<file path="config.mk">
export PLATFORM = sky130hd
export DESIGN_NAME = kls_queue
export DESIGN_NICKNAME = d
export VERILOG_FILES = /design/src/rtl/kls_pkg.sv /design/src/rtl/kls_queue.sv
export SDC_FILE = /design/constraint.sdc
export NUM_CORES = 1
export LEC_CHECK = 0
export BUFFER_PORTS_ARGS = -buffer_cell sky130_fd_sc_hd__clkbuf_2
export CORE_MARGIN = 8
export CORE_UTILIZATION = 50
export DETAILED_ROUTE_END_ITERATION = 10
export GPL_TIMING_DRIVEN = 0
export PLACE_DENSITY = 0.7
export SETUP_SLACK_MARGIN = 0.3
export SLEW_MARGIN = 10
export SYNTH_ARGS = -nofsm -noshare
export SYNTH_HDL_FRONTEND = slang
export SYNTH_SLANG_ARGS = --single-unit
export TNS_END_PERCENT = 20
</file>
<file path="constraint.sdc">
create_clock -name clk -period 2 [get_ports clk]
set_input_delay 0.4 -clock clk [delete_from_list [all_inputs] [get_ports clk]]
set_output_delay 0.4 -clock clk [all_outputs]
set_load 0.005 [all_outputs]
</file>
<file path="src/rtl/kls_pkg.sv">
// Shared types and constants for the k-th largest selection block.
// Holds the status codes, the queue control struct and the back-end states.
// No dependencies.
`default_nettype none

package kls_pkg;

	localparam int MAX_ITEMS_DEF  = 1024;
	localparam int DATA_WIDTH_DEF = 32;
	localparam int RANK_W         = 11;
	localparam int STATUS_W       = 2;
	localparam int QUEUE_DEPTH    = 4;

	typedef enum logic [STATUS_W-1:0] {
		ST_OK       = 2'd0,
		ST_RANK     = 2'd1,
		ST_OVERFLOW = 2'd2
	} status_t;

	// Classification of one item as handed from front to back.
	typedef struct packed {
		logic    store;
		logic    last;
		status_t status;
	} op_ctl_t;

	typedef enum logic [3:0] {
		BK_IDLE,
		BK_RANGE,
		BK_LEAF_RD,
		BK_LEAF,
		BK_PIV_RD,
		BK_PIV,
		BK_SCAN_RD,
		BK_SCAN_CMP,
		BK_SCAN_SWAP,
		BK_FIN_RD,
		BK_FIN_W1,
		BK_FIN_W2,
		BK_EMIT
	} bk_state_t;

endpackage

`default_nettype wire

</file>
<file path="src/rtl/kls_queue.sv">
// Short FIFO between front and back ends of the selection block.
// Generic width; depth taken from kls_pkg.
`default_nettype none

module kls_queue
	import kls_pkg::*;
#(
	parameter int W     = 8,
	parameter int DEPTH = QUEUE_DEPTH
) (
	input  wire logic         clk,
	input  wire logic         arst_n,
	input  wire logic         push,
	input  wire logic [W-1:0] din,
	output      logic         full,
	output      logic         not_empty,
	input  wire logic         pop,
	output      logic [W-1:0] dout
);

	localparam int PW = (DEPTH > 1) ? $clog2(DEPTH) : 1;
	localparam int NW = $clog2(DEPTH + 1);

	logic [W-1:0]  mem_q [DEPTH];
	logic [PW-1:0] wr_ptr_q;
	logic [PW-1:0] rd_ptr_q;
	logic [NW-1:0] cnt_q;
	logic          do_push;
	logic          do_pop;

	assign full      = (cnt_q == NW'(DEPTH));
	assign not_empty = (cnt_q != '0);
	assign do_push   = push && !full;
	assign do_pop    = pop && not_empty;
	assign dout      = mem_q[rd_ptr_q];

	always_ff @(posedge clk) begin
		if (do_push) begin
			mem_q[wr_ptr_q] <= din;
		end
	end

	always_ff @(posedge clk or negedge arst_n) begin
		if (!arst_n) begin
			wr_ptr_q <= '0;
			rd_ptr_q <= '0;
			cnt_q    <= '0;
		end else begin
			if (do_push) begin
				wr_ptr_q <= (wr_ptr_q == PW'(DEPTH - 1)) ? '0 : wr_ptr_q + PW'(1);
			end
			if (do_pop) begin
				rd_ptr_q <= (rd_ptr_q == PW'(DEPTH - 1)) ? '0 : rd_ptr_q + PW'(1);
			end
			if (do_push && !do_pop) begin
				cnt_q <= cnt_q + NW'(1);
			end else if (do_pop && !do_push) begin
				cnt_q <= cnt_q - NW'(1);
			end
		end
	end

`ifndef NO_ASSERTIONS
	a_cnt_bound: assert property (@(posedge clk) disable iff (!arst_n)
		cnt_q <= NW'(DEPTH))
		else $error("queue count beyond depth");
	a_no_pop_empty: assert property (@(posedge clk) disable iff (!arst_n)
		pop |-> not_empty)
		else $error("pop from empty queue");
`endif

endmodule

`default_nettype wire

</file>
Word-level counts from Yosys, hierarchy flattened. Memories as Yosys holds them, arrays and structs flattened. Cells that the tools add are included.

Add/sub/neg operators: 4. Equality and inequality tests: 3. Multiplexer cells: 6. Reductions and logical operators: 9.

Operators by type and width (number): 3-bit two-way mux (2); 2-bit by 1-bit adder with 2-bit output (second input constant) (2); 2-bit == test (second input constant) (2); 1-bit logical AND (4); 2-bit two-way mux (2); 3-bit by 1-bit adder with 3-bit output (second input constant) (1); 3-bit == test (second input constant) (1); 1-bit logical NOT (3); 3-bit nonzero test (1); 3-bit by 1-bit subtractor with 3-bit output (second input constant) (1); 1-bit two-way mux (2); 2-bit nonzero test (1).

Register bits after elaboration: 7. RAM bits: 32. Input bits: 12. Output and inout bits: 10. Memories: 1.

Memories: mem_q (words 4, width 8, rd ports 1, clocked after memory_dff 0, write ports 1, line kls_queue.sv:24) `logic [W-1:0] mem_q [DEPTH];`.

Logic depth before layout (Yosys ltp).
Word-level depth: 7. Gate-level depth with buffers: 9. Gate-level depth less buffers: 8.

Worst setup path before layout. No wires, ideal clock.

Path kind: flip-flop to flip-flop. Start point: register cnt_q[0]. End point: register cnt_q[2]. Setup time: 0.079 ns. Arrival: 1.915 ns. Data required time: 1.921 ns. Path slack: 0.006 ns. Stages on the path, launching flop included: 9. Cells stage by stage: dfrtp_1 -> or3_4 -> nand2_4 -> ha_1 -> inv_1 -> fa_1 -> xor2_1 -> nor2_1 -> xor2_1.

Elaborated cells between the ends (all ways): 14. Classes of those cells: 2 x add/sub; 1 x eq/ne; 2 x mux; 9 x reduce/logical.

RTL lines: start, declared (line kls_queue.sv:27) `logic [NW-1:0] cnt_q;`; start signal, assigned (line kls_queue.sv:56) `cnt_q <= cnt_q + NW'(1);`; start signal, assigned (line kls_queue.sv:58) `cnt_q <= cnt_q - NW'(1);`; 3-bit nonzero test (*) (line kls_queue.sv:32) `assign not_empty = (cnt_q != '0);`; via not_empty (line kls_queue.sv:16) `output logic not_empty,`; 1-bit logical AND (*) (line kls_queue.sv:34) `assign do_pop = pop && not_empty;`; 1-bit logical NOT (line kls_queue.sv:55) `if (do_push && !do_pop) begin`; 1-bit logical AND (line kls_queue.sv:55); 3-bit two-way mux or 2-bit nonzero test (tied branches).

The timed path passes the listed nets; every way through them passes the cells marked *. The select of a mux whose other input is x is not followed. A chain may end at the register's enable or synchronous reset.

Worst setup path after layout.
Start point: register rd_ptr_q[0]. End point: output port dout[0].

Word-level cells in the longest chain between the ends: 1.

Ends and longest elaborated chain: start, declared (line kls_queue.sv:26) `logic [PW-1:0] rd_ptr_q;`; start signal, assigned (line kls_queue.sv:53) `rd_ptr_q <= (rd_ptr_q == PW'(DEPTH - 1)) ? '0 : rd_ptr_q + PW'(1);`; memory 4 x 8 bit; end, declared (line kls_queue.sv:18) `output logic [W-1:0] dout`.

No other way between the ends.

==> results.tsv <==
metric	value	unit
Setup crit start	rd_ptr_q[0]$_DFFE_PN0P_	
PnR worst setup slack	0.0492	ns
clock tree from TritonCTS	built	
post-synthesis sequential element count	39	
classification of the worst setup path	flop to output pin	
Num CTS Buffers	5	
mean instance size in the synthesized netlist	20.7	sq um
final setup fails	0	
Worst setup EP type	output pin	
cell area after technology mapping	1630	sq um
Vias/cell	4.94	
Final min period	1.95	ns
maximum number of pins on one net before global-route repair	13	
Core Rows	20	
final routed wire length divided by cell count	16.7	um
starting utilization of the core area	0.530	
launch instance of the worst min-delay path	din[1]	
number of remaining DRC errors	0	
Port Buffer Count	21	
H-tree depth	2	
instance count after placement with tap cells included	144	
ratio of cells with drive above 1 in the final layout	0.535	
CTS Root Cell	sky130_fd_sc_hd__clkbuf_4	
DRC violation total after the first TritonRoute iteration	40	
startpoint kind of the worst setup timing path	flop	
Post-synth top flop	sky130_fd_sc_hd__edfxtp_1	
setup tns final	0	ns
clock sink count	39	
Post-Layout Inst Area	1940	sq um
count of non-filler cells in the finished layout	158	
most common cell in the synthesized netlist	sky130_fd_sc_hd__edfxtp_1	
gate count after technology mapping	79	
worst r2r path cells	8	
Synth area leaders	sky130_fd_sc_hd__edfxtp_1 59%, sky130_fd_sc_hd__mux4_2 11%, sky130_fd_sc_hd__dfrtp_1 11%	
outcome	completed	
insertion delay of the later-clocked pin in the worst-skew pair	0.33	ns
grt total ovfl	0	
number of ports placed on the die boundary	22	
number of enable-type register cells in the synthesized netlist	32	
count of max-cap constraint violations	0	
Die X	73.1	um
Max-Slew Margin vs Limit	0.830	
antenna violations before repair	0	
total wirelength of the detailed-routed design	2630	um
maximum ir drop on the vdd rail	0.609	mV
most frequent cells after synthesis	32 x sky130_fd_sc_hd__edfxtp_1, 8 x sky130_fd_sc_hd__mux4_2, 7 x sky130_fd_sc_hd__dfrtp_1	
DR pass1 iterations	4	
number of antenna diodes	0	
vias post-DR	781	
Unique masters post-synth	19	
net total in the final layout	132	
setup clock skew after layout	0.00417	ns
placed standard-cell area	1810	sq um
worst reg2reg startpoint	cnt_q[1]$_DFFE_PN0P_	
total power consumption of the routed design	2.69	mW
sequential element share of the synthesized area	0.696	
total routing usage reported by global routing	0.115	
placeable core region	3080	sq um
hold path cells	1	
fraction of the core area covered by cells at the end of the flow	0.630	
power per unit of standard cell area	1380	nW/um^2
dpl ws	0.0474	ns
global placer's final weighted congestion	0.647	
Die Outline Area	5350	sq um
worst hold path class	primary input to flop	
cell taking the most area after synthesis	sky130_fd_sc_hd__edfxtp_1	
global-route wire length before repair	4440	um
remaining number of nets flagged by the antenna check after routing	0	
Clock Path Buffers	2	
static leakage power	0.742	nW
Synth warnings	0	
Arr. time, crit path	1.55	ns
portion of synthesized cell area occupied by the leading cell type	0.589	
relative area change from synthesis to final layout	18.9	%
vertical die dimension	73.1	um
Post-synth ARST share	0.179	
worst slew pin tran	0.255	ns
number of failing hold endpoints at the final stage	0	
filler cell count	220	
detailed-placement wirelength estimate	1850	um
tightest hold margin	0.287	ns
unrepaired setup endpoints after global routing	yes	
Crit Path Max Fanout	5	
Max Transition Viols Final	0	
vias in the first global route	900	
net count after synthesis	98	
post-route clock period utilization	0.975	
WP data required	1.60	ns
timing-limited maximum frequency	513	MHz
clock slew at the register clock pins of the worst setup and hold paths	0.11	ns
## power by group
group	switching [mW]	leakage [nW]	internal, mW
clock	0.248	0.0263	0.129
sequential	0.119	0.372	1.11
combinational	0.442	0.344	0.642
## per-layer routing
| metal | share of wire | global-route usage |
|---|---|---|
| met5 | 0 | 0 |
| met4 | 0.019 | 0.0422 |
| met2 | 0.51 | 0.184 |
| met3 | 0.056 | 0.0522 |
| met1 | 0.42 | 0.133 |
## kinds of logic (layout without fill, tap and decap cells)
kind of cell	Yosys count	in the layout	share of synthesized area
xor gates and xnor gates	3	3	0.0161
adders and majority gates	7	7	0.0583
buffers and inverters	6	41	0.0192
DFF	39	39	0.696
and+or+nand+nor	11	11	0.0560
muxes	13	13	0.154
## critical path, stage by stage (launching register included)
cell,delay (ns)
sky130_fd_sc_hd__dfrtp_2,0.44
sky130_fd_sc_hd__buf_8,0.14
sky130_fd_sc_hd__mux4_2,0.51
sky130_fd_sc_hd__clkbuf_2,0.13
## cells in the final DEF (no fill, tap or decap), types with 2 or more instances in the layout
| cell | instances |
|---|---|
| sky130_fd_sc_hd__ha_1 | 5 |
| sky130_fd_sc_hd__clkbuf_4 | 5 |
| sky130_fd_sc_hd__nor2_1 | 3 |
| sky130_fd_sc_hd__buf_4 | 4 |
| sky130_fd_sc_hd__clkinv_1 | 2 |
| sky130_fd_sc_hd__clkbuf_2 | 22 |
| sky130_fd_sc_hd__mux4_2 | 8 |
| sky130_fd_sc_hd__inv_1 | 3 |
| sky130_fd_sc_hd__mux2_4 | 4 |
| sky130_fd_sc_hd__dfrtp_2 | 3 |
| sky130_fd_sc_hd__xor2_1 | 2 |
| sky130_fd_sc_hd__dfrtp_1 | 4 |
| sky130_fd_sc_hd__edfxtp_1 | 32 |
| sky130_fd_sc_hd__and2_2 | 4 |
## flip-flops by register name, indices dropped and copies added, names as in the netlist
register and flops:
mem_q 32, cnt_q 3, rd_ptr_q 2, wr_ptr_q 2
## worst paths after layout
check	to	slack (ns)
worst max register to register	cnt_q[2]$_DFFE_PN0P_	0.07
max in group asynchronous	cnt_q[0]$_DFFE_PN0P_	1.39
min in group asynchronous	wr_ptr_q[0]$_DFFE_PN0P_	0.42
worst max-delay path	dout[0]	0.05
worst min-delay path	mem_q[1][1]$_DFFE_PP_	0.29
worst min register to register	cnt_q[0]$_DFFE_PN0P_	0.56
## cell type report
class,count,area [sq um],share of cell area
inverter,3,11.3,0.00581
timing repair buffer,27,170,0.0877
tap,44,55.1,0.0284
sequential,39,1140,0.588
clock inverter,3,15.0,0.00774
multi-input combinational,34,479,0.247
buffer,3,31.3,0.0161
clock buffer,5,37.5,0.0194
## what timing repair did
item,4_1_cts,5_1_grt
buffers inserted,2,2
gates cloned,0,1
pin swaps,0,1
hold buffers,1,0
endpoints found under the hold margin,7,0
gates resized for setup,5,1
setup endpoints to repair,11,11
No activity file was read; power rests on OpenSTA's default activity.
