`config.mk`:
```
export PLATFORM = sky130hd
export DESIGN_NAME = kls_front
export DESIGN_NICKNAME = d
export VERILOG_FILES = /design/src/rtl/kls_pkg.sv /design/src/rtl/kls_front.sv
export SDC_FILE = /design/constraint.sdc
export NUM_CORES = 1
export LEC_CHECK = 0
export BUFFER_PORTS_ARGS = -buffer_cell sky130_fd_sc_hd__buf_2
export CORE_ASPECT_RATIO = 1.25
export CORE_MARGIN = 2
export CORE_UTILIZATION = 46
export CTS_BUF_LIST = sky130_fd_sc_hd__clkbuf_2
export DETAILED_ROUTE_END_ITERATION = 8
export GPL_TIMING_DRIVEN = 0
export PLACE_DENSITY = 0.87
export SETUP_SLACK_MARGIN = 0.4
export SYNTH_ARGS = -nofsm -noshare
export SYNTH_HDL_FRONTEND = slang
export SYNTH_SLANG_ARGS = --single-unit
```
`constraint.sdc`:
```
create_clock -name clk -period 4.56 [get_ports clk]
set_input_delay 0.228 -clock clk [delete_from_list [all_inputs] [get_ports clk]]
set_output_delay 0.228 -clock clk [all_outputs]
set_load 0.01 [all_outputs]
```
`src/rtl/kls_pkg.sv`:
```
// Shared types and constants for the k-th largest selection block.
// Holds the status codes, the queue control struct and the back-end states.
// No dependencies.
`default_nettype none

package kls_pkg;

	localparam int MAX_ITEMS_DEF  = 1024;
	localparam int DATA_WIDTH_DEF = 32;
	localparam int RANK_W         = 11;
	localparam int STATUS_W       = 2;
	localparam int QUEUE_DEPTH    = 4;

	typedef enum logic [STATUS_W-1:0] {
		ST_OK       = 2'd0,
		ST_RANK     = 2'd1,
		ST_OVERFLOW = 2'd2
	} status_t;

	// Classification of one item as handed from front to back.
	typedef struct packed {
		logic    store;
		logic    last;
		status_t status;
	} op_ctl_t;

	typedef enum logic [3:0] {
		BK_IDLE,
		BK_RANGE,
		BK_LEAF_RD,
		BK_LEAF,
		BK_PIV_RD,
		BK_PIV,
		BK_SCAN_RD,
		BK_SCAN_CMP,
		BK_SCAN_SWAP,
		BK_FIN_RD,
		BK_FIN_W1,
		BK_FIN_W2,
		BK_EMIT
	} bk_state_t;

endpackage

`default_nettype wire

```
`src/rtl/kls_front.sv`:
```
// Front end: accepts items, tracks the set fill count and overflow, and
// classifies each item (store, drop, select with rank check). Uses kls_pkg.
`default_nettype none

module kls_front
	import kls_pkg::*;
#(
	parameter int MAX_ITEMS  = MAX_ITEMS_DEF,
	parameter int DATA_WIDTH = DATA_WIDTH_DEF,
	parameter int AW         = $clog2(MAX_ITEMS),
	parameter int CW         = $clog2(MAX_ITEMS + 1)
) (
	input  wire logic                  clk,
	input  wire logic                  arst_n,
	input  wire logic                  in_valid,
	output      logic                  in_ready,
	input  wire logic [DATA_WIDTH-1:0] value,
	input  wire logic                  last,
	input  wire logic [RANK_W-1:0]     rank_k,
	input  wire logic                  q_full,
	output      logic                  push,
	output      op_ctl_t               ctl,
	output      logic [DATA_WIDTH-1:0] wr_value,
	output      logic [AW-1:0]         addr,
	output      logic [CW-1:0]         target
);

	localparam int RW = (CW > RANK_W) ? CW : RANK_W;

	logic [CW-1:0] count_q;
	logic          ovf_q;
	logic          room;
	logic [CW-1:0] count_n;
	logic          ovf_n;
	logic [RW-1:0] rank_ext;
	logic [RW-1:0] cnt_ext;

	assign in_ready = !q_full;
	assign push     = in_valid && !q_full;
	assign room     = (count_q < CW'(MAX_ITEMS));
	assign count_n  = room ? (count_q + CW'(1)) : count_q;
	assign ovf_n    = ovf_q || !room;
	assign rank_ext = RW'(rank_k);
	assign cnt_ext  = RW'(count_n);
	assign wr_value = value;
	assign addr     = count_q[AW-1:0];
	assign target   = CW'(cnt_ext - rank_ext + RW'(1));

	always_comb begin
		ctl.store  = room;
		ctl.last   = last;
		if (ovf_n) begin
			ctl.status = ST_OVERFLOW;
		end else if ((rank_k == '0) || (rank_ext > cnt_ext)) begin
			ctl.status = ST_RANK;
		end else begin
			ctl.status = ST_OK;
		end
	end

	always_ff @(posedge clk or negedge arst_n) begin
		if (!arst_n) begin
			count_q <= '0;
			ovf_q   <= 1'b0;
		end else if (push) begin
			// the last item closes the set: start over
			if (last) begin
				count_q <= '0;
				ovf_q   <= 1'b0;
			end else begin
				count_q <= count_n;
				ovf_q   <= ovf_n;
			end
		end
	end

`ifndef NO_ASSERTIONS
	a_set_closes: assert property (@(posedge clk) disable iff (!arst_n)
		(push && last) |=> (count_q == '0))
		else $error("fill count not cleared after last item");
`endif

endmodule

`default_nettype wire

```
==> Word level (Yosys, flattened, before mapping) <==
Cells that the tools add are included.
Widths: inputs -> output; s select.
{ "classes": {"mux": 5, "addsub": 3, "reduce_logical": 6, "magnitude_cmp": 2} }
{ "ops": {"columns": ["cell", "n"], "rows": [
  ["$add 11x1->11 const B", 2],
  ["$mux 11", 2],
  ["$gt 11x11->1", 1],
  ["$logic_not 11->1", 1],
  ["$lt 11x11->1 const B", 1],
  ["$sub 11x11->11", 1],
  ["$logic_not 1->1", 2],
  ["$logic_or 1x1->1", 2],
  ["$mux 1", 2],
  ["$mux 2", 1],
  ["$logic_and 1x1->1", 1]
]} }
{ "totals": {"ff_bits": 12, "wordCells": 18} }

==> Logic depth before layout (Yosys ltp) <==
Gate-level depths: netlist of the first run.
{ "depth": {"ltp_word": 6, "ltp_mapped": 13, "ltp_nobuf": 12} }

==> Worst setup path before layout of the first run <==
No wires, ideal clock.
{ "synth_timing": {"kind": "reg2out", "from": "register count_q[10]", "to": "output port target[9]", "setup_slack_ps": 1209, "arrival_time_ps": 3123, "t_required_ps": 4332, "stages_incl_launch_ff": 12, "cell_sequence": "dfrtp_1 > clkbuf_1 > inv_1 > nand2_1 > xnor2_1 > ha_1 > fa_1 > a211o_1 > a211o_1 > a41o_1 > maj3_2 > xor2_1"} }
{ "synth_between": {"elab_chain_len": 4} }
{ "synth_lines": {"columns": ["element", "line", "text"], "rows": [
  ["from (decl)", "kls_front.sv:30", "logic [CW-1:0] count_q;"],
  ["from (signal assigned)", "kls_front.sv:71", "count_q <= count_n;"],
  ["$lt 11x11->1", "kls_front.sv:40", "assign room = (count_q < CW'(MAX_ITEMS));"],
  ["via room", "kls_front.sv:32", "logic room;"],
  ["$mux 11", "kls_front.sv:41", "assign count_n = room ? (count_q + CW'(1)) : count_q;"],
  ["$sub 11x11->11", "kls_front.sv:47", "assign target = CW'(cnt_ext - rank_ext + RW'(1));"],
  ["$add 11x1->11", "kls_front.sv:47", null],
  ["to (decl)", "kls_front.sv:25", "output logic [CW-1:0] target"]
]} }
The timed path passes the listed nets, and every way through them passes these cells.

==> Worst setup path after layout of the first run <==
Ends and elaborated chain as after synthesis.

==> flow_results.org, run 1 <==
** CTS
- Number of levels in the clock H-tree :: 1
- Number of clock sinks :: 12
- Clock network latency to the later pin of the worst-skew pair :: 0.28 ns
- CTS tree :: done
- Post-CTS Setup Inserts :: 0
- Clock transition at the registers of the reported paths :: 0.13 ns
- In this run the deepest clock path goes through 2 buffers.
- CTS Buf Count :: 3
- The tree is rooted in a clkbuf_2.

** Timing
- Clock skew on the completed layout was measured at 0.0236 ns.
- In the final timing run, aggregate negative setup slack is 0 ns.
- Slew at the pin closest to its max-slew limit :: 0.406 ns
- Dividing the final minimum period by the clock period gives 87.0%.
- The count of endpoints failing hold in the final timing report is 0.
- Unrepaired setup endpoints after global routing :: false
- The max-slew violation count came to 0.
- Setup violations remaining at the end of the flow were counted as 0.
- The smallest clock period supported by the final layout is computed as 3.97 ns.
- Derived from the worst setup path, the maximum achievable clock frequency is about 0.25 GHz.
- The worst pin sits at a relative slew slack of 72.9%.

** Global route
- Entering global routing, the biggest net connects 13 pins.
- Number of antenna violations at the first check in global routing :: 0
- Met1 track demand over resource :: around 20%
- The via count of the first global-routing pass was 1,544.
- In the global route stage, met2 resource usage came out at between 30% and 40%.
- Grt met3 use :: 1.22%
- Total grt overflow :: 0
- First-pass GRT wire length :: 6.20 mm
- In the global route stage, overall resource usage came out at 17.6%.
- The global routing stage identified its most utilized layer as met2.

** Critical path
- Type of the setup path with the least slack :: reg2out
- CP Data Arrival Time :: 3.74 ns
- The worst register-to-register path begins at count_q[1].
- STA classifies the critical path startpoint as a flop.
- Worst setup slack for register-to-register paths :: 2.81 ns
- Type of element capturing the critical path :: primary output
- Of all nets on the critical path, the largest fanout is 8.
- Measured in cells, the most critical reg-to-reg path has a length of 6.
- Required time of the critical path :: 4.33 ns
- The worst register-to-register path ends at count_q[8].

** Die
- Die height :: approximately 75 um
- Area inside the core boundary :: ~3800 um2
- During I/O placement, the number of pins put on the boundary was 107.
- Starting utilization of the core area :: 48.0%
- Total number of placement rows :: 25
- The die is roughly 60 um wide.
- The floorplan step defined a die boundary enclosing 4500 um2.

** Synth
- Synth Flop Type :: dfrtp_1
- Sequential elements use 16.4% of the synthesized area.
- During synthesis, Yosys emitted a total of 0 warnings.
- Counting flops with a built-in enable in the synthesized netlist gives 0.
- After synthesis the netlist holds a flip-flop and latch count of 12.
- Cell count after synthesis :: 229
- After synthesis, the share of flip-flops with an asynchronous set or reset is between 90% and 100%.
- Synthesized cell area :: 1830 um2
- Netlist cell types :: 40
- The number of nets in the synthesized netlist is 305.
- After synthesis, the mean cell area works out to about 8 um2.

** Detailed routing
- Via total after detailed routing :: 1,813
- Via density :: 5.01
- Routed length per placed instance :: 11.2 um
- Iter 0 DRT Violations :: 65
- Number of antenna-violating nets in the routed design :: 0
- For this run, design rule violations remaining after detail routing come to 0.
- Wire length after detailed routing :: 4.06 mm
- The pre-antenna-repair detailed-routing pass consisted of 4 iterations.

** Power
- Psw :: 180 uW
- Internal power :: 262 uW
- Per report_power, the combinational group accounts for 60.6% of the total.
- Switching share of power :: 40.7%
- Share of power burned in registers :: between 20% and 30%
- Total power after layout :: roughly 440 uW
- PD cells :: 192 nW/um2
- In this run the static leakage power is 0.00134 uW.
- VDD sags by at most 134 uV.
- The clock network is responsible for 12.2% of the overall power.

** Cells and area
- Commonest non-fill, non-tap cells in the layout :: buf_2 (74), buf_4 (45), ha_1 (26), inv_1 (24), nand2_1 (15)
- Net count of the finished layout :: 385
- 0 antenna diodes ended up in the layout.
- Summing all multi-input logic gate instances after layout gives 1090 um2.
- Most frequent standard cell in the layout excluding fill and tap cells :: buf_2
- Layout-stage area growth over the synthesis result :: 26.0%
- Layout cells sized above 1 :: 42.2%
- Finished Cell Area :: 2310 um2
- The sequential cells in the finished layout cover a total of 300 um2.
- Number of filler cells placed in the layout :: roughly 380

** Worst hold path
- The startpoint identified for the worst hold timing path is last.
- Counting instances, the worst hold path has a depth of 3.
- Class of the tightest hold or removal check :: in2reg
- For hold timing, the worst endpoint is count_q[3].

** Place
- Once detailed placement completed, the half-perimeter wirelength came to approximately 3.5 mm.
- GPL Wtd Cong :: ~0.76
- Area after detailed placement :: 2270 um2
- Buffers placed on the I/O ports in this run total 74.

** Job
- Across the run, the number of max-cap violations was 0.

** Outcome
- Result of the run :: finished clean
-- worst max-delay path, stage by stage (launching register included) --
cell and delay (ns):
dfrtp_1 0.34, clkbuf_1 0.33, inv_1 0.14, nand2_1 0.13, xnor2_2 0.17, ha_1 0.34
fa_1 0.50, a211o_1 0.36, a211o_1 0.30, a41o_1 0.25, maj3_2 0.32, xor2_1 0.14
buf_2 0.14
-- layer usage --
metal	wire length [um]	vias up	share of wire [%]
li1	-	900	-
met1	1520	841	38
met2	2240	67	55
met3	250	5	6.2
met4	42	0	1.0
met5	0	-	0
-- area by class of cell --
class / instances / area share [%]
plain buffers: 50 / 15.5
clock buffers: 3 / 0.651
clock inverters: 1 / 0.163
inverters: 24 / 3.90
multi-input cells: 143 / 47.3
flip-flops and latches: 12 / 13.0
well taps: 54 / 2.93
repair buffers: 75 / 16.5
-- per-stage QoR --
step                cells  hold WS, ns  setup slack, ns  utilization [%]
CTS                   362        0.264            0.523             60.2
floorplan             229      -0.0676             1.21                -
global route          362        0.283            0.419             60.5
detailed placement    357        0.119            0.871             59.4
global placement      357        0.117            0.933             59.4
finish                362        0.259            0.592             60.5
-- cells in the mapped netlist (all sizes together) (2+ instances only) --
cell	count	share of area (%)
a211o	3	1.4
a211oi	2	0.82
a21o	4	1.7
a21oi	10	2.7
a22o	2	0.96
a31oi	2	0.68
and3	2	0.68
buf	45	18
clkbuf	5	1.1
dfrtp	12	16
fa	2	2.2
ha	26	18
inv	24	4.9
maj3	2	1.2
nand2	15	3.1
nand3	8	2.2
nand4	4	1.4
nor2	7	1.4
nor2b	2	0.68
nor3	8	2.2
nor4	2	0.68
o21a	2	0.82
o21ai	10	2.7
or2	2	0.68
xnor2	9	4.3
xor2	8	3.8
-- power by group through the flow --
stage	clock [uW]	combinational, uW	sequential [uW]
finish	53.9	268	121
global placement	0	260	123
global route	57.5	297	122
CTS	54.5	268	121
detailed placement	0	267	123
floorplan	0	186	121
-- flip-flops by register name (all words and copies together), names as in the netlist --
name / cells
ovf_q: 1
count_q: 11
-- how the worst max path moves through the flow --
stage | start | to | slack [ns] | depth (start not counted)
2_1_floorplan | count_q[10] | target[9] | 1.21 | 11
3_3_place_gp | count_q[1] | target[9] | 0.93 | 11
3_5_place_dp | count_q[1] | target[9] | 0.87 | 11
4_1_cts | count_q[1] | target[9] | 0.52 | 11
5_1_grt | count_q[10] | target[9] | 0.42 | 14
6_report | count_q[10] | target[9] | 0.59 | 12
-- logic make-up (layout without fill, tap and decap cells) --
group / count (synthesis) / after routing / share of synthesized area, %
adders and majority gates: 30 / 30 / 21.1
buffers and inverters: 74 / 153 / 24.5
DFF: 12 / 12 / 16.4
xor gates and xnor gates: 17 / 17 / 8.13
and+or+nand+nor: 52 / 52 / 13.7
AOI/OAI and AO/OA: 43 / 43 / 15.6
muxes: 1 / 1 / 0.547
-- repair_timing --
action                     4_1_cts  5_1_grt
hold endpoints to repair        12        0
setup endpoints to repair        0        2
hold buffers                     1        0
resized for setup                0        2
Note: power is estimated with default switching activity, not from simulation.
==> run 2: changes to the inputs <==
==> constraint.sdc (replaced) <==
create_clock -name clk -period 4.56 [get_ports clk]
set_input_delay 0.912 -clock clk [delete_from_list [all_inputs] [get_ports clk]]
set_output_delay 0.912 -clock clk [all_outputs]
set_load 0.01 [all_outputs]
==> run 2 against run 1 <==
- fmax decreased by 9.4%
- final cell count is 3.0% higher
- via count increased by 6.2%
- register-to-register slack worse by 0.10 ns
- power increased by 20%
- non-clock buffer count is 11 higher
- clock skew up 0.0040 ns
- clock power is essentially flat
- first-iteration DRC count is 48% higher
- core utilization rose by 8.6 points
- global-route usage grew 2.8 points
- critical path depth is the same
==> flow_results.org, run 2 (synthesis results as in run 1) <==
** Outcome
- Result of the run :: finished clean

** Cells and area
- The number of diodes came to 0 (unchanged).
- The final cell count without fillers was 373 (+3.0%).
- Number of filler cells placed in the layout :: 333 (-13%)
- Ranked by flip-flop count, first place goes to count_q.
- Most frequent standard cell in the layout excluding fill and tap cells :: buf_2
- In the final layout, the registers with the most flip-flops are count_q x11, ovf_q x1.
- The flip-flop count of the largest register, all copies and words added came to 11 (unchanged).
- The fraction of layout instances using a drive strength above 1 was 53.9% (+12 points).
- Area of combinational cells with multiple inputs :: 1330 um2 (+22%)
- Area of all sequential standard cells :: 302 um2 (+0.42%)
- In the layout the commonest cells are buf_2 (74), buf_4 (57), inv_1 (21), nand2_1 (15), ha_1 (13).
- Net count of the finished layout :: 396 (+2.9%)
- The final design utilization is 69.0% (+8.6 points).
- Relative to the synthesized area, the layout overhead comes to 43.9%.

** Global route
- The overall global routing resource usage was 20.4% (+2.8 points).
- The via count of the first global-routing pass is 1,663 (+7.7%).
- The largest net degree at the start of global routing came to 13 (unchanged).
- Total grt overflow :: 0 (unchanged)
- First-pass GRT wire length :: 7.14 mm (+15%)
- The initial antenna violation count was 0 (unchanged).

** Timing
- The transition time at the pin with the least slew margin came to 0.396 ns (-0.0100 ns).
- The highest attainable clock frequency was 0.228 GHz (-9.4%).
- The headroom to the max-slew limit is 73.5% (+0.58 points).
- Final setup violating endpoints :: 0 (unchanged)
- Setup repair after global routing could not meet its margin everywhere.
- Period minus WS final :: 4.38 ns (+0.410 ns)
- Worst clock skew on the final layout :: 0.0275 ns (+0.00398 ns)
- Final number of max-transition violations :: 0 (unchanged)
- Endpoints failing hold :: 0 (unchanged)
- The worst path setup slack after routing is 0.183 ns (-0.410 ns).
- The ratio of final minimum period to clock period came to 96.0% (+9.0 points).
- The total negative setup slack came to 0 ns (unchanged).

** Place
- Setup slack after placement :: 0.116 ns (-0.755 ns)
- The post-DP HPWL is 3.51 mm (unchanged).
- The number of input and output port buffers inserted came to 74 (unchanged).
- DP Cell Count :: 357 (unchanged)
- The last weighted congestion value of the routability-driven placer is 0.758 (unchanged).

** Die
- Starting utilization of the core area :: 48.0% (unchanged)
- The floorplan row count came to 25 (unchanged).
- Area of the die :: 4500 um2 (unchanged)
- Die height :: 74.5 um (unchanged)
- The chip width was 60.4 um (unchanged).
- Num ports :: 107 (unchanged)
- The core area came to 3820 um2 (unchanged).

** Power
- PD cells :: 202 nW/um2 (+5.1%)
- The maximum vdd ir drop was 145 uV (+8.1%).
- Leakage power total :: 0.00143 uW (+6.3%)

** Worst hold path
- The tightest min-delay check is of the in2async type.

** Critical path
- The worst register-to-register path begins at count_q[3].
- Startpoint of the most critical setup path :: count_q[1]
- The required time of the worst setup path was 3.65 ns (-0.68 ns).
- Highest cell delay on the worst timing path :: 0.45 ns (-0.05 ns)
- Buffers plus inverters on the worst setup path :: 2 (-1)
- Worst setup slack for register-to-register paths :: 2.71 ns (-0.10 ns)
- Type of element capturing the critical path :: primary output
- The maximum fanout along the worst path was 3 (-5).
- Counting stages on the worst path, the most repeated cell is ha_4.
- Setup crit start kind :: flop
- The data arrival time at the worst-slack endpoint was 3.47 ns (-0.27 ns).
- Type of the setup path with the least slack :: reg2out
- The critical path goes through ha_4, mux2i_4, ha_4, inv_2, ha_4, fa_2, a211o_1, a211o_1, a41o_1, maj3_2, xor2_1, buf_2.
- The largest individual stage delay along the critical path comes from the cell dfrtp_2.
- Category of cells accounting for the largest share of critical-path delay :: adder cells

** Detailed routing
- The total vias in the final route is 1,925 (+6.2%).
- The remaining routing DRC violations came to 0 (unchanged).
- The number of antenna-violating nets in the routed design was 0 (unchanged).
- Via density :: 5.16 (+3.0%)
- Number of detailed-route iterations in the first pass :: 4 (unchanged)
- Routed length per placed instance :: 13.3 um (+18%)
- Wire length after detailed routing :: 4.95 mm (+22%)
- Iter 0 DRT Violations :: 96 (+48%)

** CTS
- Total of hold buffers inserted after clock tree synthesis :: 0 (-1)
- The count of H-tree levels built during CTS was 1 (unchanged).
- Clock transition at the registers of the reported paths :: 0.13 ns (about the same)
- CTS tree :: done
- The tree is rooted in a clkbuf_2.
- CTS Buf Count :: 3 (unchanged)
- The number of buffers on the longest clock path came to 2 (unchanged).
- Clock network latency to the later pin of the worst-skew pair :: 0.27 ns (about the same)
- Number of clock sinks :: 12 (unchanged)

** Job
- Number of max-cap violations :: 0 (unchanged)
run 2: changes by cell type in the layout (fill, tap and decap cells not counted), moves of 4 or more:
cell / previous run / this run
ha_4: 0 / 11
xnor2_2: 1 / 5
xnor2_1: 8 / 4
buf_4: 45 / 57
ha_1: 26 / 13
run 2: what timing repair did:
item / in CTS / in global routing
buffers inserted: 8 / 4
setup endpoints to repair: 3 / 4
gates cloned: 0 / 0
resized for setup: 28 / 14
pin swaps: 11 / 13
hold endpoints to repair: 0 / 0
run 2: area by class of cell:
cell class	count	area share [%]
multi-input cells	143	50.5
inverters	24	3.42
repair buffers	86	17.5
clock buffers	3	0.570
well taps	54	2.57
clock inverters	1	0.143
flip-flops and latches	12	11.4
plain buffers	50	13.9
run 2: through the flow:
stage          area, um2  hold WS (ns)  total power [uW]
3_5_place_dp        2270         0.545               389
2_1_floorplan       1830         0.501               307
5_1_grt             2630         0.501               568
4_1_cts             2510         0.494               491
6_report            2630         0.492               531
3_3_place_gp        2270         0.510               383
run 2: final timing paths:
| check | to | cells past startpoint |
|---|---|---|
| max | target[9] | 12 |
| min | count_q[10] | 1 |
| max reg2reg | count_q[8] | 5 |
| min reg2reg | ovf_q | 2 |
| max in group asynchronous | count_q[8] | 1 |
| min in group clk | ovf_q | 2 |
run 2: layer usage:
metal	share of wire, %	track usage, %	vias up	wire length [um]
met1	36	23.3	894	1760
met5	0	0	-	0
met3	6.9	1.22	8	340
li1	-	-	923	-
met4	1.3	7.49	0	66
met2	56	39.0	100	2780
run 2: power by group:
| group | internal, uW | switching [uW] |
|---|---|---|
| clock network | 19.1 | 34.8 |
| registers | 113 | 7.54 |
| logic | 186 | 171 |
| total | 318 | 213 |
==> run 3: changes to the inputs <==
--- a/config.mk
+++ b/config.mk
@@ -7,7 +7,7 @@
 export LEC_CHECK = 0
 export BUFFER_PORTS_ARGS = -buffer_cell sky130_fd_sc_hd__buf_2
 export CORE_ASPECT_RATIO = 1.25
-export CORE_MARGIN = 2
+export CORE_MARGIN = 4
 export CORE_UTILIZATION = 46
 export CTS_BUF_LIST = sky130_fd_sc_hd__clkbuf_2
 export DETAILED_ROUTE_END_ITERATION = 8
==> constraint.sdc (replaced) <==
create_clock -name clk -period 4.56 [get_ports clk]
set_input_delay 0.456 -clock clk [delete_from_list [all_inputs] [get_ports clk]]
set_output_delay 0.456 -clock clk [all_outputs]
set_load 0.01 [all_outputs]
==> run 3 against run 2 <==
- worst setup slack better by 0.31 ns
- clock-buffer cell count stayed put
- global-route usage shrank 3.8 points
- via count down 5.7%
- hold slack worse by 0.46 ns
- clock power about the same
- die area up 12%
- wire length shrank 8.7%
- sequential share of layout area up 1.0 points
- fmax rose by 7.6%
- final cell count fell by 1.6%
- largest cell class unchanged
==> flow_results.org, run 3 (synthesis results as in run 1) <==
** Die
- The chip height was 78.5 um (+5.4%).
- Num ports :: 107 (unchanged)
- The starting utilization of the core area is 48.0% (unchanged).
- Area of the die :: 5060 um2 (+12%)
- The core area is 3820 um2 (unchanged).
- Total number of placement rows :: 25 (unchanged)
- The chip width came to 64.4 um (+6.6%).

** Power
- The leakage component of the power came to 0.00141 uW (-1.5%).
- Total power after layout :: 480 uW (-9.6%)
- The maximum vdd ir drop was 157 uV (+8.5%).
- Switching share of power :: 40.4% (+0.32 points)
- The total power divided by cell area is 197 nW/um2 (-2.1%).
- The combinational share of power is 63.2% (-4.0 points).
- The sequential share of power came to 25.6% (+2.9 points).
- The clock network fraction of total power was 11.3% (+1.2 points).
- The switching power summed over all nets is 194 uW (-8.9%).
- The internal power contribution came to 286 uW (-10%).

** Timing
- Final number of max-transition violations :: 0 (unchanged)
- Period minus WS final :: 4.07 ns (-0.308 ns)
- The count of endpoints failing hold in the final timing report came to 0 (unchanged).
- The transition time at the pin with the least slew margin is 0.389 ns (-0.00646 ns).
- The smallest hold slack was 0.0348 ns (-0.457 ns).
- Final setup violating endpoints :: 0 (unchanged)
- Setup repair after global routing left no endpoint under its margin.
- Max-slew headroom :: 74.0% (+0.52 points)
- The highest attainable clock frequency came to 0.246 GHz (+7.6%).
- Worst clock skew on the final layout :: 0.0208 ns (-0.00678 ns)
- Total negative slack for setup checks :: 0 ns (unchanged)
- Ratio of final minimum period to clock period :: 89.2% (-6.7 points)

** Global route
- GR Util All Layers :: 16.6% (-3.8 points)
- The via count of the first global-routing pass came to 1,744 (+4.9%).
- Maximum number of pins on one net before global-route repair :: 13 (unchanged)
- The total global routing overflow came to 0 (unchanged).
- Number of antenna violations at the first check in global routing :: 0 (unchanged)
- First-pass GRT wire length :: 7.08 mm (-0.87%)

** Detailed routing
- Via density :: 4.95 (-4.1%)
- Number of detailed-route iterations in the first pass :: 5 (+1)
- The total vias in the final route came to 1,816 (-5.7%).
- Number of antenna-violating nets in the routed design :: 0 (unchanged)
- The initial DRC count came to 101 (+5.2%).
- The total wire length after detailed routing is 4.52 mm (-8.7%).
- Post-route DRC :: 0 (unchanged)
- The routed length per placed instance came to 12.3 um (-7.2%).

** CTS
- The clock transition at the registers of the reported paths is 0.13 ns (about the same).
- CTS tree :: done
- The count of H-tree levels built during CTS was 1 (unchanged).
- CTS Buf Count :: 3 (unchanged)
- The number of buffers on the longest clock path was 2 (unchanged).
- The number of buffers inserted for hold repair after clock tree synthesis is 0 (unchanged).
- The sink count of the clock tree was 12 (unchanged).
- The cell sitting at the root of the clock tree is a clkbuf_2.
- The clock network latency to the later pin of the worst-skew pair is 0.27 ns (about the same).

** Critical path
- CP dominant cell by count :: ha_1
- Required time of the critical path :: 4.10 ns (+0.45 ns)
- The largest individual stage delay along the critical path comes from the cell dfrtp_2.
- Highest cell delay on the worst timing path :: 0.47 ns (+0.02 ns)
- The critical path in this run is classified as reg2out.
- STA classifies the critical path endpoint as a primary output.
- CP Data Arrival Time :: 3.61 ns (+0.14 ns)
- STA classifies the critical path startpoint as a flop.
- Cell Chain, Critical Path :: ha_1, mux2i_2, ha_1, inv_1, ha_1, fa_2, a211o_1, a211o_1, a41o_1, maj3_2, xor2_1, buf_2
- The maximum fanout along the worst path was 5 (+2).

** Cells and area
- The number of diodes came to 0 (unchanged).
- Commonest non-fill, non-tap cells in the layout :: buf_2 (75), buf_4 (51), ha_1 (25), inv_1 (24), nand2_1 (15)
- In the final layout, the registers with the most flip-flops are count_q x11, ovf_q x1.
- Layout cells sized above 1 :: 48.2% (-5.7 points)
- The number of inserted filler cells in the final layout came to 345 (+3.6%).
- Final standard cell utilization of the core :: 63.7% (-5.3 points)
- Most frequent standard cell in the layout excluding fill and tap cells :: buf_2
- Ranked by flip-flop count, first place goes to count_q.
- Finished Cell Area :: 2430 um2 (-7.6%)
- From synthesis to final layout, the design area changed by 32.9%.
- Number of flip-flops in the largest register :: 11 (unchanged)
- The number of nets in the finished design is 390 (-1.5%).

** Worst hold path
- Class of the tightest hold or removal check :: in2async

** Place
- The last weighted congestion value of the routability-driven placer came to 0.775 (+2.2%).
- Area after detailed placement :: 2270 um2 (unchanged)
- The post-DP HPWL came to 3.70 mm (+5.3%).
- The number of input and output port buffers inserted is 74 (unchanged).

** Job
- Number of max-cap violations :: 0 (unchanged)

** Outcome
- The flow ran to the end, and the final reports show no timing, DRC or antenna violations.
run 3: cell count changes in the layout (fill, tap and decap cells not counted), sizes merged:
cell,change
buf,-6
run 3: layer usage:
metal	up-vias	wire, um	global-route usage, %	part of all wire (%)
met3	4	288	2.00	6.4
met1	833	1700	18.2	38
li1	908	-	-	-
met5	-	0	0	0
met4	0	35	4.02	0.78
met2	71	2490	32.7	55
run 3: repair_timing:
item	CTS	global route
hold endpoints to repair	0	0
pin swaps	0	2
gates resized for setup	4	18
buffers inserted	0	6
endpoints found under the setup margin	1	2
run 3: through the flow:
stage / setup WS [ns] / cells
floorplan: 0.981 / 229
finish: 0.490 / 367
CTS: 0.407 / 361
detailed placement: 0.643 / 357
global route: 0.351 / 367
global placement: 0.690 / 357
run 3: cell type report:
cell class / count / area (um2) / area share, %
plain buffers: 50 / 360 / 14.8
clock buffers: 3 / 15.0 / 0.617
multi-input cells: 143 / 1180 / 48.4
clock inverters: 1 / 3.75 / 0.154
inverters: 24 / 90.1 / 3.70
well taps: 54 / 67.6 / 2.78
flip-flops and latches: 12 / 303 / 12.4
repair buffers: 80 / 415 / 17.1
run 3: final timing paths:
| path | startpoint | end | slack, ns | cells after the start |
|---|---|---|---|---|
| setup reg to reg | count_q[3] | count_q[8] | 2.83 | 5 |
| hold / removal | arst_n | count_q[10] | 0.03 | 1 |
| setup / recovery | count_q[1] | target[9] | 0.49 | 12 |
| max in group asynchronous | arst_n | count_q[5] | 4.28 | 1 |
| min in group clk | last | count_q[3] | 0.50 | 3 |
| hold reg to reg | ovf_q | ovf_q | 0.53 | 2 |
run 3: critical path, delay by kind of cell (launching register included):
family | cells | cell delay (ns)
xor+xnor | 1 | 0.14
mux | 1 | 0.08
fa+ha+maj | 5 | 1.56
compound gates | 3 | 0.89
flops | 1 | 0.47
buf+inv | 2 | 0.19
run 3: power by group through the flow:
stage	logic [uW]	registers, uW	clock network [uW]
after floorplan	186	121	0
after global placement	261	122	0
after detailed placement	270	123	0
after CTS	273	121	55.2
after global routing	335	124	59.1
final	303	123	54.2
